`config.mk`:
```
export PLATFORM = sky130hd
export DESIGN_NAME = wilder_average_true_range_unit
export DESIGN_NICKNAME = d
export VERILOG_FILES = /design/src/sv/wat_pkg.sv /design/src/sv/wilder_average_true_range_unit.sv
export SDC_FILE = /design/constraint.sdc
export NUM_CORES = 1
export LEC_CHECK = 0
export ABC_CLOCK_PERIOD_IN_PS = 8300
export BUFFER_PORTS_ARGS = -buffer_cell sky130_fd_sc_hd__clkbuf_2
export CORE_MARGIN = 10
export CORE_UTILIZATION = 57
export CTS_BUF_LIST = sky130_fd_sc_hd__clkbuf_4 sky130_fd_sc_hd__clkbuf_8 sky130_fd_sc_hd__clkbuf_16
export CTS_CLUSTER_DIAMETER = 200
export DETAILED_ROUTE_END_ITERATION = 7
export GPL_TIMING_DRIVEN = 0
export PLACE_DENSITY = 0.78
export SLEW_MARGIN = 20
export SYNTH_ARGS = -nofsm -noshare
export SYNTH_HDL_FRONTEND = slang
export SYNTH_SLANG_ARGS = --single-unit
```
`constraint.sdc`:
```
create_clock -name clk -period 8.3 [get_ports clk]
set_input_delay 1.245 -clock clk [delete_from_list [all_inputs] [get_ports clk]]
set_output_delay 1.245 -clock clk [all_outputs]
set_load 0.05 [all_outputs]
```
`src/sv/wat_pkg.sv`:
```
// ----------------------------------------------------------------------------
// wat_pkg: shared types and constants of the average true range unit
// Holds the sequencer state type, the fixed field widths and the reset period.
// ----------------------------------------------------------------------------
package wat_pkg;

  // fixed field widths and the reset period
  localparam int OUT_W        = 48;
  localparam int PERIOD_W     = 8;
  localparam int COUNT_W      = 9;
  localparam int PERIOD_RESET = 14;

  // sequencer states
  typedef enum logic [2:0] {
    ST_IDLE,
    ST_RANGE,
    ST_LOAD,
    ST_MUL,
    ST_DIV,
    ST_DONE
  } wat_state_t;

endpackage

```
`src/sv/wilder_average_true_range_unit.sv`:
```
// ----------------------------------------------------------------------------
// wilder_average_true_range_unit: smoothed true range of a price bar stream
// One bar in, one average out; mean phase first, then the Wilder recursion.
// ----------------------------------------------------------------------------
//
//  channel | direction | handshake            | payload
//  --------+-----------+----------------------+-------------------------------
//  in_     | sink      | in_tvalid/in_tready  | bar_high, bar_low, bar_close
//  out_    | source    | out_tvalid/out_tready| atr_value
//  cfg_    | sink      | cfg_valid/cfg_ready  | atr_period
//
//  Divide: a restoring divider, one quotient bit per cycle through the shared
//  adder, produces DIV_W quotient bits for each bar in both phases.
//  The multiply by n-1 in the Wilder phase makes PERIOD_W passes through the
//  same adder, one per multiplier bit.
//  Reset: synchronous, active low; period returns to 14, all history clears.
//  Stalls: in_tready is low while a bar is worked on; a finished result
//  waits in the output register, and the next bar may enter meanwhile.
//
module wilder_average_true_range_unit
  import wat_pkg::*;
#(
  parameter int PRICE_BITS    = 32,
  parameter int FRACTION_BITS = 16
) (
  input  logic                                     clk,
  input  logic                                     rst_n,
  // bar_high, bar_low, bar_close (lowest bits first), zero padded to bytes
  input  logic [((3*PRICE_BITS+7)/8)*8-1:0]        in_tdata,
  input  logic                                     in_tvalid,
  output logic                                     in_tready,
  // atr_value
  output logic [OUT_W-1:0]                         out_tdata,
  output logic                                     out_tvalid,
  input  logic                                     out_tready,
  // atr_period
  input  logic [PERIOD_W-1:0]                      cfg_data,
  input  logic                                     cfg_valid,
  output logic                                     cfg_ready
);

  localparam int SUM_W  = PRICE_BITS + PERIOD_W;
  localparam int MEAN_W = SUM_W + FRACTION_BITS;
  localparam int WILD_W = OUT_W + PERIOD_W + 1;
  localparam int TRS_W  = PRICE_BITS + FRACTION_BITS + 1;
  localparam int DIV_A  = (MEAN_W > WILD_W) ? MEAN_W : WILD_W;
  localparam int DIV_W  = (DIV_A > TRS_W) ? DIV_A : TRS_W;
  localparam int ADD_W  = DIV_W + 1;
  localparam int CNT_W  = $clog2(DIV_W);

  // state and datapath registers
  wat_state_t             state_r, state_nxt;
  logic [PERIOD_W-1:0]    period_r, period_nxt;
  logic [COUNT_W-1:0]     bars_r, bars_nxt;
  logic [PRICE_BITS-1:0]  prev_close_r, prev_close_nxt;
  logic [SUM_W-1:0]       sum_r, sum_nxt;
  logic [OUT_W-1:0]       avg_r, avg_nxt;
  logic                   out_valid_r, out_valid_nxt;
  logic [OUT_W-1:0]       out_data_r, out_data_nxt;
  logic [PRICE_BITS-1:0]  hi_r, hi_nxt;
  logic [PRICE_BITS-1:0]  lo_r, lo_nxt;
  logic [PRICE_BITS-1:0]  cl_r, cl_nxt;
  logic [PRICE_BITS-1:0]  tr_r, tr_nxt;
  logic                   mean_r, mean_nxt;
  logic [DIV_W-1:0]       acc_r, acc_nxt;
  logic [DIV_W-1:0]       mcand_r, mcand_nxt;
  logic [PERIOD_W-1:0]    mplier_r, mplier_nxt;
  logic [COUNT_W-1:0]     rem_r, rem_nxt;
  logic [COUNT_W-1:0]     divisor_r, divisor_nxt;
  logic [CNT_W-1:0]       cnt_r, cnt_nxt;

  // shared adder / subtractor
  logic [ADD_W-1:0]       add_a, add_b, add_res;
  logic                   add_sub;

  // combinational helpers
  logic [PERIOD_W-1:0]    n_eff;
  logic [COUNT_W:0]       rem_sh;
  logic [PRICE_BITS-1:0]  hl_diff, dh_diff, dl_diff, tr_val;
  logic [OUT_W-1:0]       quot_sat;
  logic                   out_free;

  assign n_eff     = (period_r == '0) ? PERIOD_W'(1) : period_r;
  assign rem_sh    = {rem_r, acc_r[DIV_W-1]};
  assign quot_sat  = (|acc_r[DIV_W-1:OUT_W]) ? {OUT_W{1'b1}} : acc_r[OUT_W-1:0];
  assign out_free  = !out_valid_r || out_tready;

  assign in_tready  = (state_r == ST_IDLE);
  assign cfg_ready  = 1'b1;
  assign out_tvalid = out_valid_r;
  assign out_tdata  = out_data_r;

  // true range: saturating high-low, widened by the gaps to the last close after the first bar
  always_comb begin
    hl_diff = (hi_r > lo_r) ? (hi_r - lo_r) : '0;
    dh_diff = (hi_r >= prev_close_r) ? (hi_r - prev_close_r) : (prev_close_r - hi_r);
    dl_diff = (lo_r >= prev_close_r) ? (lo_r - prev_close_r) : (prev_close_r - lo_r);
    tr_val  = hl_diff;
    if (bars_r != '0) begin
      if (dh_diff > tr_val) tr_val = dh_diff;
      if (dl_diff > tr_val) tr_val = dl_diff;
    end
  end

  // select shared adder operands per step
  always_comb begin
    add_a   = '0;
    add_b   = '0;
    add_sub = 1'b0;
    unique case (state_r)
      ST_LOAD: begin
        add_a = ADD_W'(sum_r);
        add_b = ADD_W'(tr_r);
      end
      ST_MUL: begin
        add_a = ADD_W'(acc_r);
        add_b = ADD_W'(mcand_r);
      end
      ST_DIV: begin
        add_a   = ADD_W'(rem_sh);
        add_b   = ADD_W'(divisor_r);
        add_sub = 1'b1;
      end
      default: begin
        add_a = '0;
      end
    endcase
  end

  assign add_res = add_a + (add_sub ? ~add_b : add_b) + ADD_W'(add_sub);

  // sequencer: next state and datapath updates
  always_comb begin
    state_nxt      = state_r;
    period_nxt     = period_r;
    bars_nxt       = bars_r;
    prev_close_nxt = prev_close_r;
    sum_nxt        = sum_r;
    avg_nxt        = avg_r;
    out_valid_nxt  = out_valid_r;
    out_data_nxt   = out_data_r;
    hi_nxt         = hi_r;
    lo_nxt         = lo_r;
    cl_nxt         = cl_r;
    tr_nxt         = tr_r;
    mean_nxt       = mean_r;
    acc_nxt        = acc_r;
    mcand_nxt      = mcand_r;
    mplier_nxt     = mplier_r;
    rem_nxt        = rem_r;
    divisor_nxt    = divisor_r;
    cnt_nxt        = cnt_r;

    // drop the result once taken
    if (out_valid_r && out_tready) out_valid_nxt = 1'b0;

    // take a period write
    if (cfg_valid && cfg_ready) period_nxt = cfg_data;

    unique case (state_r)
      ST_IDLE: begin
        if (in_tvalid) begin
          hi_nxt    = in_tdata[PRICE_BITS-1:0];
          lo_nxt    = in_tdata[2*PRICE_BITS-1:PRICE_BITS];
          cl_nxt    = in_tdata[3*PRICE_BITS-1:2*PRICE_BITS];
          state_nxt = ST_RANGE;
        end
      end
      ST_RANGE: begin
        tr_nxt    = tr_val;
        mean_nxt  = (bars_r <= {1'b0, n_eff});
        state_nxt = ST_LOAD;
      end
      ST_LOAD: begin
        rem_nxt = '0;
        cnt_nxt = '0;
        if (mean_r) begin
          // accumulate and divide by the bar count
          sum_nxt     = add_res[SUM_W-1:0];
          acc_nxt     = DIV_W'(add_res[SUM_W-1:0]) << FRACTION_BITS;
          divisor_nxt = bars_r + COUNT_W'(1);
          state_nxt   = ST_DIV;
        end else begin
          // start avg * (n-1) on top of the scaled true range
          acc_nxt     = DIV_W'(tr_r) << FRACTION_BITS;
          mcand_nxt   = DIV_W'(avg_r);
          mplier_nxt  = n_eff - PERIOD_W'(1);
          divisor_nxt = COUNT_W'(n_eff);
          state_nxt   = ST_MUL;
        end
      end
      ST_MUL: begin
        if (mplier_r[0]) acc_nxt = add_res[DIV_W-1:0];
        mcand_nxt  = mcand_r << 1;
        mplier_nxt = mplier_r >> 1;
        cnt_nxt    = cnt_r + CNT_W'(1);
        if (cnt_r == CNT_W'(PERIOD_W - 1)) begin
          cnt_nxt   = '0;
          state_nxt = ST_DIV;
        end
      end
      ST_DIV: begin
        // restoring step: quotient bit enters at the bottom
        if (!add_res[ADD_W-1]) begin
          rem_nxt = add_res[COUNT_W-1:0];
          acc_nxt = {acc_r[DIV_W-2:0], 1'b1};
        end else begin
          rem_nxt = rem_sh[COUNT_W-1:0];
          acc_nxt = {acc_r[DIV_W-2:0], 1'b0};
        end
        cnt_nxt = cnt_r + CNT_W'(1);
        if (cnt_r == CNT_W'(DIV_W - 1)) begin
          state_nxt = ST_DONE;
        end
      end
      ST_DONE: begin
        // hold until the output register is free
        if (out_free) begin
          out_valid_nxt  = 1'b1;
          out_data_nxt   = quot_sat;
          avg_nxt        = quot_sat;
          prev_close_nxt = cl_r;
          if (mean_r) bars_nxt = bars_r + COUNT_W'(1);
          state_nxt      = ST_IDLE;
        end
      end
      default: begin
        state_nxt = ST_IDLE;
      end
    endcase
  end

  // control and history registers
  always_ff @(posedge clk) begin
    if (!rst_n) begin
      state_r      <= ST_IDLE;
      period_r     <= PERIOD_W'(PERIOD_RESET);
      bars_r       <= '0;
      prev_close_r <= '0;
      sum_r        <= '0;
      avg_r        <= '0;
      out_valid_r  <= 1'b0;
      cnt_r        <= '0;
    end else begin
      state_r      <= state_nxt;
      period_r     <= period_nxt;
      bars_r       <= bars_nxt;
      prev_close_r <= prev_close_nxt;
      sum_r        <= sum_nxt;
      avg_r        <= avg_nxt;
      out_valid_r  <= out_valid_nxt;
      cnt_r        <= cnt_nxt;
    end
  end

  // payload and working registers
  always_ff @(posedge clk) begin
    out_data_r <= out_data_nxt;
    hi_r       <= hi_nxt;
    lo_r       <= lo_nxt;
    cl_r       <= cl_nxt;
    tr_r       <= tr_nxt;
    mean_r     <= mean_nxt;
    acc_r      <= acc_nxt;
    mcand_r    <= mcand_nxt;
    mplier_r   <= mplier_nxt;
    rem_r      <= rem_nxt;
    divisor_r  <= divisor_nxt;
  end

endmodule
```
**Word level (Yosys, flattened, before mapping)**

Cells that the tools add are included.

- Memories kept: 0
- Latch bits: 0
- Bits in writable memories: 0
- Logic and storage cells: 102
- Bits of input ports: 109
- Flip-flop bits (word level): 464
- Bits in read-only memories: 0
- Output and inout port bits: 51

- $mul: 0
- Reduce and logical (&&, ||, !) cells: 17
- Mux-type cells: 35
- Magnitude comparators: 6
- $add $sub $neg: 10
- Shift-type cells: 0
- Equal/unequal tests: 13
- Divide/modulo/power cells: 0
- Bitwise operators: 1

Operator list:

| operator | count |
|---|---|
| 57-bit one-hot mux with 3 select lines | 3 |
| 32-bit two-way mux | 7 |
| 32-bit subtractor | 5 |
| 57-bit two-way mux | 2 |
| 57-bit one-hot mux with 2 select lines | 1 |
| 32-bit greater-than comparator | 3 |
| 32-bit >= comparator | 2 |
| 58-bit by 1-bit adder with 58-bit output | 1 |
| 58-bit adder | 1 |
| 58-bit two-way mux | 1 |
| 58-bit NOT | 1 |
| 56-bit two-way mux | 1 |
| 48-bit two-way mux | 1 |
| 8-bit two-way mux | 3 |
| 3-bit one-hot mux with 6 select lines | 1 |
| 6-bit one-hot mux with 3 select lines | 1 |
| 9-bit one-hot mux with 2 select lines | 1 |
| 8-bit one-hot mux with 2 select lines | 1 |
| 3-bit two-way mux | 5 |
| 2-bit inequality test (second input constant) | 6 |
| 2-bit AND reduction | 5 |
| 9-bit by 1-bit adder with 9-bit output (second input constant) | 1 |
| 9-bit by 8-bit less-or-equal comparator with 1-bit output | 1 |
| 9-bit two-way mux | 1 |
| 20 further kinds | 27 |

**Longest topological paths before layout**

- Depth in word-level cells: 8
- Gate-level depth with buffers: 39
- Gate-level depth less buffers: 34

**Worst setup path before layout**

Ideal clock, no wire load.

- Kind: reg2reg
- Start: register prev_close_r[1]
- End: register tr_r[29] (data pin)
- Clock period less this slack: 7.677 ns
- Setup time: 0.254 ns
- Arrival: 7.423 ns
- Path buffers: 6
- Data required time: 8.046 ns
- Path slack: 0.623 ns
- Stages on the path, launching flop included: 36
- Path through: dfxtp_1 > inv_1 > fa_1 > nand3_1 > a21oi_1 > o31a_1 > o21ba_4 > o31ai_4 > nand2_2 > buf_6 > buf_6 > o21ai_1 > xor2_1 > inv_1 > ha_1 > nand3_1 > nor4_1 > nand3_1 > or4_1 > o21ai_1 > clkbuf_1 > buf_2 > mux2i_1 > ha_1 > and4_1 > nand4_1 > nor2_1 > o311ai_1 > and4_1 > a31oi_2 > and2_1 > buf_2 > nor2_1 > clkbuf_1 > a22o_1 > a21o_1

- Longest elaborated chain between the ends: 8
- Elaborated cells on any way between the ends: 14
- Those cells by class: 4 x add/sub; 4 x order compare; 6 x mux

Ends and longest elaborated chain:

| item | line | RTL |
|---|---|---|
| from (decl) | wilder_average_true_range_unit.sv:55 | `logic [PRICE_BITS-1:0] prev_close_r, prev_close_nxt;` |
| from (signal assigned) | wilder_average_true_range_unit.sv:248 | `prev_close_r <= prev_close_nxt;` |
| 32-bit subtractor or 32-bit >= comparator (tied branches) | wilder_average_true_range_unit.sv:96 | `dh_diff = (hi_r >= prev_close_r) ? (hi_r - prev_close_r) : (prev_close_r - hi_r);` |
| 32-bit two-way mux | wilder_average_true_range_unit.sv:96 |  |
| 32-bit greater-than comparator | wilder_average_true_range_unit.sv:100 | `if (dh_diff > tr_val) tr_val = dh_diff;` |
| 32-bit two-way mux | wilder_average_true_range_unit.sv:100 |  |
| 32-bit two-way mux | wilder_average_true_range_unit.sv:99 | `if (bars_r != '0) begin` |
| 32-bit greater-than comparator | wilder_average_true_range_unit.sv:101 | `if (dl_diff > tr_val) tr_val = dl_diff;` |
| 32-bit two-way mux (*) | wilder_average_true_range_unit.sv:101 |  |
| 32-bit two-way mux (*) | wilder_average_true_range_unit.sv:99 |  |
| via tr_val[29] | wilder_average_true_range_unit.sv:79 | `logic [PRICE_BITS-1:0] hl_diff, dh_diff, dl_diff, tr_val;` |
| to (signal assigned) | wilder_average_true_range_unit.sv:262 | `tr_r <= tr_nxt;` |
| to (decl) | wilder_average_true_range_unit.sv:63 | `logic [PRICE_BITS-1:0] tr_r, tr_nxt;` |

Mark *: on every way through the listed nets, which the timed path passes. The rest lies on a longest branch. The select of a mux whose other input is x is not followed.
A chain may end at the register's enable or synchronous reset.

**Final worst setup path**

- Start: register hi_r[0]
- End: register tr_r[7] (data pin)

- Longest elaborated chain between the ends: 8
- Elaborated cells on any way between the ends: 13
- Those cells by class: 3 x add/sub; 4 x order compare; 6 x mux

Ends and longest elaborated chain:

| item | line | RTL |
|---|---|---|
| from (decl) | wilder_average_true_range_unit.sv:60 | `logic [PRICE_BITS-1:0] hi_r, hi_nxt;` |
| from (signal assigned) | wilder_average_true_range_unit.sv:259 | `hi_r <= hi_nxt;` |
| 32-bit subtractor (tied with other cells) | wilder_average_true_range_unit.sv:96 |  |
| 32-bit two-way mux (on tied branches) | wilder_average_true_range_unit.sv:96, wilder_average_true_range_unit.sv:95 |  |
| 32-bit greater-than comparator | wilder_average_true_range_unit.sv:100 |  |
| 32-bit two-way mux | wilder_average_true_range_unit.sv:100 |  |
| 32-bit two-way mux | wilder_average_true_range_unit.sv:99 |  |
| 32-bit greater-than comparator | wilder_average_true_range_unit.sv:101 |  |
| 32-bit two-way mux | wilder_average_true_range_unit.sv:101 |  |
| 32-bit two-way mux (*) | wilder_average_true_range_unit.sv:99 |  |
| via tr_val[7] | wilder_average_true_range_unit.sv:79 |  |

Marked as above.

==> results <==
- The number of buffers between clock root and the deepest sink is 3.
- Dividing the detail-routed via count by the number of cells gives 6.31.
- The highest-delay cell along the critical path is sky130_fd_sc_hd__or4_4.
- Counting every net in the synthesized netlist gives 4241.
- The pin count of the biggest net entering global routing is 63.
- For this design the static power due to leakage is 0.0158 uW.
- The register area share after synthesis is 36.6%.
- Of all nets on the critical path, the largest fanout is 10.
- The combined global-route utilization of all metal layers is 32.7%.
- The maximum level of the CTS H-tree is 2.
- The final weighted congestion in routability-driven placement is ~1.
- The total placed instance area is ~36000 sq um.
- Among the stages of the critical path, the cell type that occurs most often is sky130_fd_sc_hd__ha_1.
- The maximum operating frequency is between 100 and 150 MHz.
- For this run, asynchronously set or reset flops after synthesis account for 0%.
- The final clock skew is 28.3 ps.
- The synthesized flop and latch total is 464.
- During I/O placement, the number of pins put on the boundary was 160.
- The length of the first detailed-routing pass in iterations is 6.
- The most common cell after layout, fill and taps aside is sky130_fd_sc_hd__nand2_1.
- The cell area that synthesis handed to floorplanning was 34000 sq um.
- The top cell types in the final layout, fill and taps aside, are sky130_fd_sc_hd__nand2_1 (479), sky130_fd_sc_hd__nor2_1 (325), sky130_fd_sc_hd__edfxtp_1 (317), sky130_fd_sc_hd__ha_1 (291), sky130_fd_sc_hd__a21oi_1 (252).
- In this run the vertical extent of the chip is about 260 um.
- In this run the core area contains about 90 standard-cell rows.
- The start-to-end type of the worst setup path is flip-flop to flip-flop.
- TritonCTS built the clock tree.
- The slew at the pin closest to its max-slew limit is 1220 ps.
- The floorplan step defined a core boundary enclosing 59000 sq um.
- The worst-case headroom to the max-slew limit is 17.3%.
- The number of unique standard cell types used by synthesis is about 110.
- The violation count after the first detailed-route iteration is 3276.
- The via count is 30900.
- The smallest clock period supported by the final layout is computed as roughly 8000 ps.
- The initial utilization of the core area, before any placement, comes to 57.7%.
- Total power for the finished layout comes to 15500 uW.
- The total congestion overflow is 0.
- The portion of netlist area occupied by mux cells is 4.51%.
- The routed wire length is 119000 um.
- The root buffer cell chosen for the clock tree is sky130_fd_sc_hd__clkbuf_16.
- The area fraction in and, or, nand and nor cells after synthesis is ~18%.
- Synthesis handed over a netlist of roughly 3800 instances.
- STA classifies the critical path endpoint as a flip-flop.
- VDD sags by at most 0.000247 V.
- Clock-pin slew was measured on the worst setup and hold paths at 70 ps.
- The power density over the cells is about 400 nW/um^2.
- At the worst endpoint, the required time is 8700 ps.
- Summed over all nets, the half-perimeter wirelength after detailed placement is 94600 um.
- The total number of yosys warnings is 0.
- The arrival time at the worst endpoint is 8600 ps.
- The die area is roughly 70000 sq um.
- The final count of pins violating max slew is 0.
- From synthesis to final layout, the design area changed by 13.5%.
- The path type of the worst min-delay path is flip-flop to flip-flop.
- The number of clock buffers added by TritonCTS is 51.
- The share of synthesized cell area in full adder, half adder and majority cells is roughly 11%.
- The startpoint kind of the worst setup timing path is a flip-flop.
- For this run, the post-layout net count is 4485.
- The final instance area is ~39000 sq um.
- The first global-routing pass estimated about 180000 um of wire.
- The synthesized-area fraction occupied by xor and xnor cells is 3.93%.
- The average cell area after synthesis is 8.88 sq um.
- After detailed routing, the number of remaining DRC violations is 0.
- The number of sinks on the clock net is about 460.
- The total of hold buffers inserted after clock tree synthesis is 0.
- The final-report setup violation count is 0.
- The number of max-capacitance violations reported is 0.
- The most used flip-flop cell after synthesis is sky130_fd_sc_hd__edfxtp_1.
- At the later pin of the worst-skew pair, clock insertion delay measures ~650 ps.
- Cells with a size suffix above 1 make up ~14% of the layout.
- The initial antenna violation count is 1.
- The synthesized-area fraction occupied by ao, oa, aoi and oai cells is roughly a fifth.
- In the finished design, the share of the clock period the worst path needs comes to 98.7%.
- The number of global-route vias before repair is 30200.
- The main combinational cell family by area after synthesis is compound AO/OA/AOI/OAI gates.
- The run finished with clean final reports.
- Counting flops with a built-in enable in the synthesized netlist gives 317.
- Measured along the x axis, the die boundary spans ~260 um.
- The routed wire length per instance is 24.4 um.
- Buffers placed on the I/O ports in this run total 157.
- For this run, the slowest stage of the critical path takes 580 ps.
- The worst slack on hold paths is around 470 ps.
- The final antenna-violating net count is 0.
- The count of endpoints failing hold in the final timing report was 0.
==> stage by stage <==
stage | instances | utilization (%) | setup WS [ps] | TNS [ps]
after floorplan | 3834 | - | 623 | 0
after global placement | 4764 | 60.6 | -2820 | -80370
after detailed placement | 4771 | 61.0 | -2810 | -79890
after CTS | 4884 | 64.9 | 20.6 | 0
after global routing | 4894 | 65.5 | -56.1 | -315
final | 4895 | 65.5 | 106 | 0
==> cell usage after synthesis (all sizes together), types with 51 or more instances <==
library cell	instances	area, sq um
nand2	484	1830
nor2	335	1270
edfxtp	317	9520
ha	292	3650
a21oi	263	1320
o21ai	220	1100
inv	183	687
clkbuf	148	558
dfxtp	147	2940
mux2i	138	1380
a21o	115	863
xnor2	91	805
buf	81	433
nand3	73	365
a21boi	72	541
or2	65	407
xor2	60	533
nand4	55	344
nor3b	51	388
==> worst max-delay path, delay by kind of cell, from the launching register on <==
family | cells | cell delay, ps
flops | 1 | 420
fa+ha+maj | 4 | 1160
compound gates | 10 | 2240
mux | 1 | 330
buf+inv | 7 | 1020
xor+xnor | 1 | 210
simple gates | 12 | 2560
==> routing by layer <==
layer | track usage [%] | part of all wire, % | vias up
li1 | - | - | 14400
met1 | 38.3 | 38 | 14500
met2 | 54.3 | 47 | 1559
met3 | 4.94 | 7.3 | 418
met4 | 23.4 | 7.9 | 0
met5 | 0 | 0 | -
==> flip-flops by register name (all words and copies together) (netlist names) <==
name and cells:
mplier_r 8, cl_r 32, hi_r 32, lo_r 32, sum_r 40, cnt_r 6
tr_r 32, out_tdata 48, prev_close_r 32, state_r 3, avg_r 48, acc_r 57
out_tvalid 1, bars_r 9, divisor_r 9, mean_r 1, period_r 8, mcand_r 57
rem_r 9
==> cells by family (layout without fill, tap and decap cells) <==
kind of cell / count (synthesis) / after routing
flip-flops: 464 / 464
other: 1 / 2
XOR/XNOR: 151 / 151
buffers and inverters: 412 / 699
AO/OA/AOI/OAI: 1059 / 1059
adder cells (fa/ha/maj): 298 / 298
multiplexers: 151 / 151
AND/OR/NAND/NOR: 1298 / 1298
==> report_power, final <==
part / switching, uW / internal (uW) / leakage, uW / total (uW)
logic: 5740 / 3470 / 0.0109 / 9220
clock network: 1050 / 1510 / 0.000906 / 2550
registers: 477 / 3250 / 0.00402 / 3730
==> cell type report <==
| type | instances | area [sq um] |
|---|---|---|
| buffer | 223 | 1090 |
| timing repair buffer | 197 | 1220 |
| multi-input combinational | 2958 | 20300 |
| inverter | 183 | 687 |
| clock inverter | 35 | 498 |
| clock buffer | 61 | 1400 |
| antenna | 1 | 2.50 |
| tap | 773 | 967 |
| sequential | 464 | 12500 |
| fill | 4940 | 20400 |
==> final timing paths <==
check / to / startpoint / cells after the start / slack [ps]
hold / removal: sum_r[1]$_SDFFE_PN0P_ / sum_r[1]$_SDFFE_PN0P_ / 2 / 470
setup reg to reg: tr_r[7]$_DFFE_PP_ / hi_r[0]$_DFFE_PP_ / 35 / 110
setup / recovery: tr_r[7]$_DFFE_PP_ / hi_r[0]$_DFFE_PP_ / 35 / 110
hold reg to reg: sum_r[1]$_SDFFE_PN0P_ / sum_r[1]$_SDFFE_PN0P_ / 2 / 470
==> what timing repair did <==
action | in CTS | in global routing
buffers inserted | 17 | 16
pin swaps | 12 | 20
resized for setup | 66 | 68
setup endpoints to repair | 32 | 32
(Power assumes the default switching activity.)
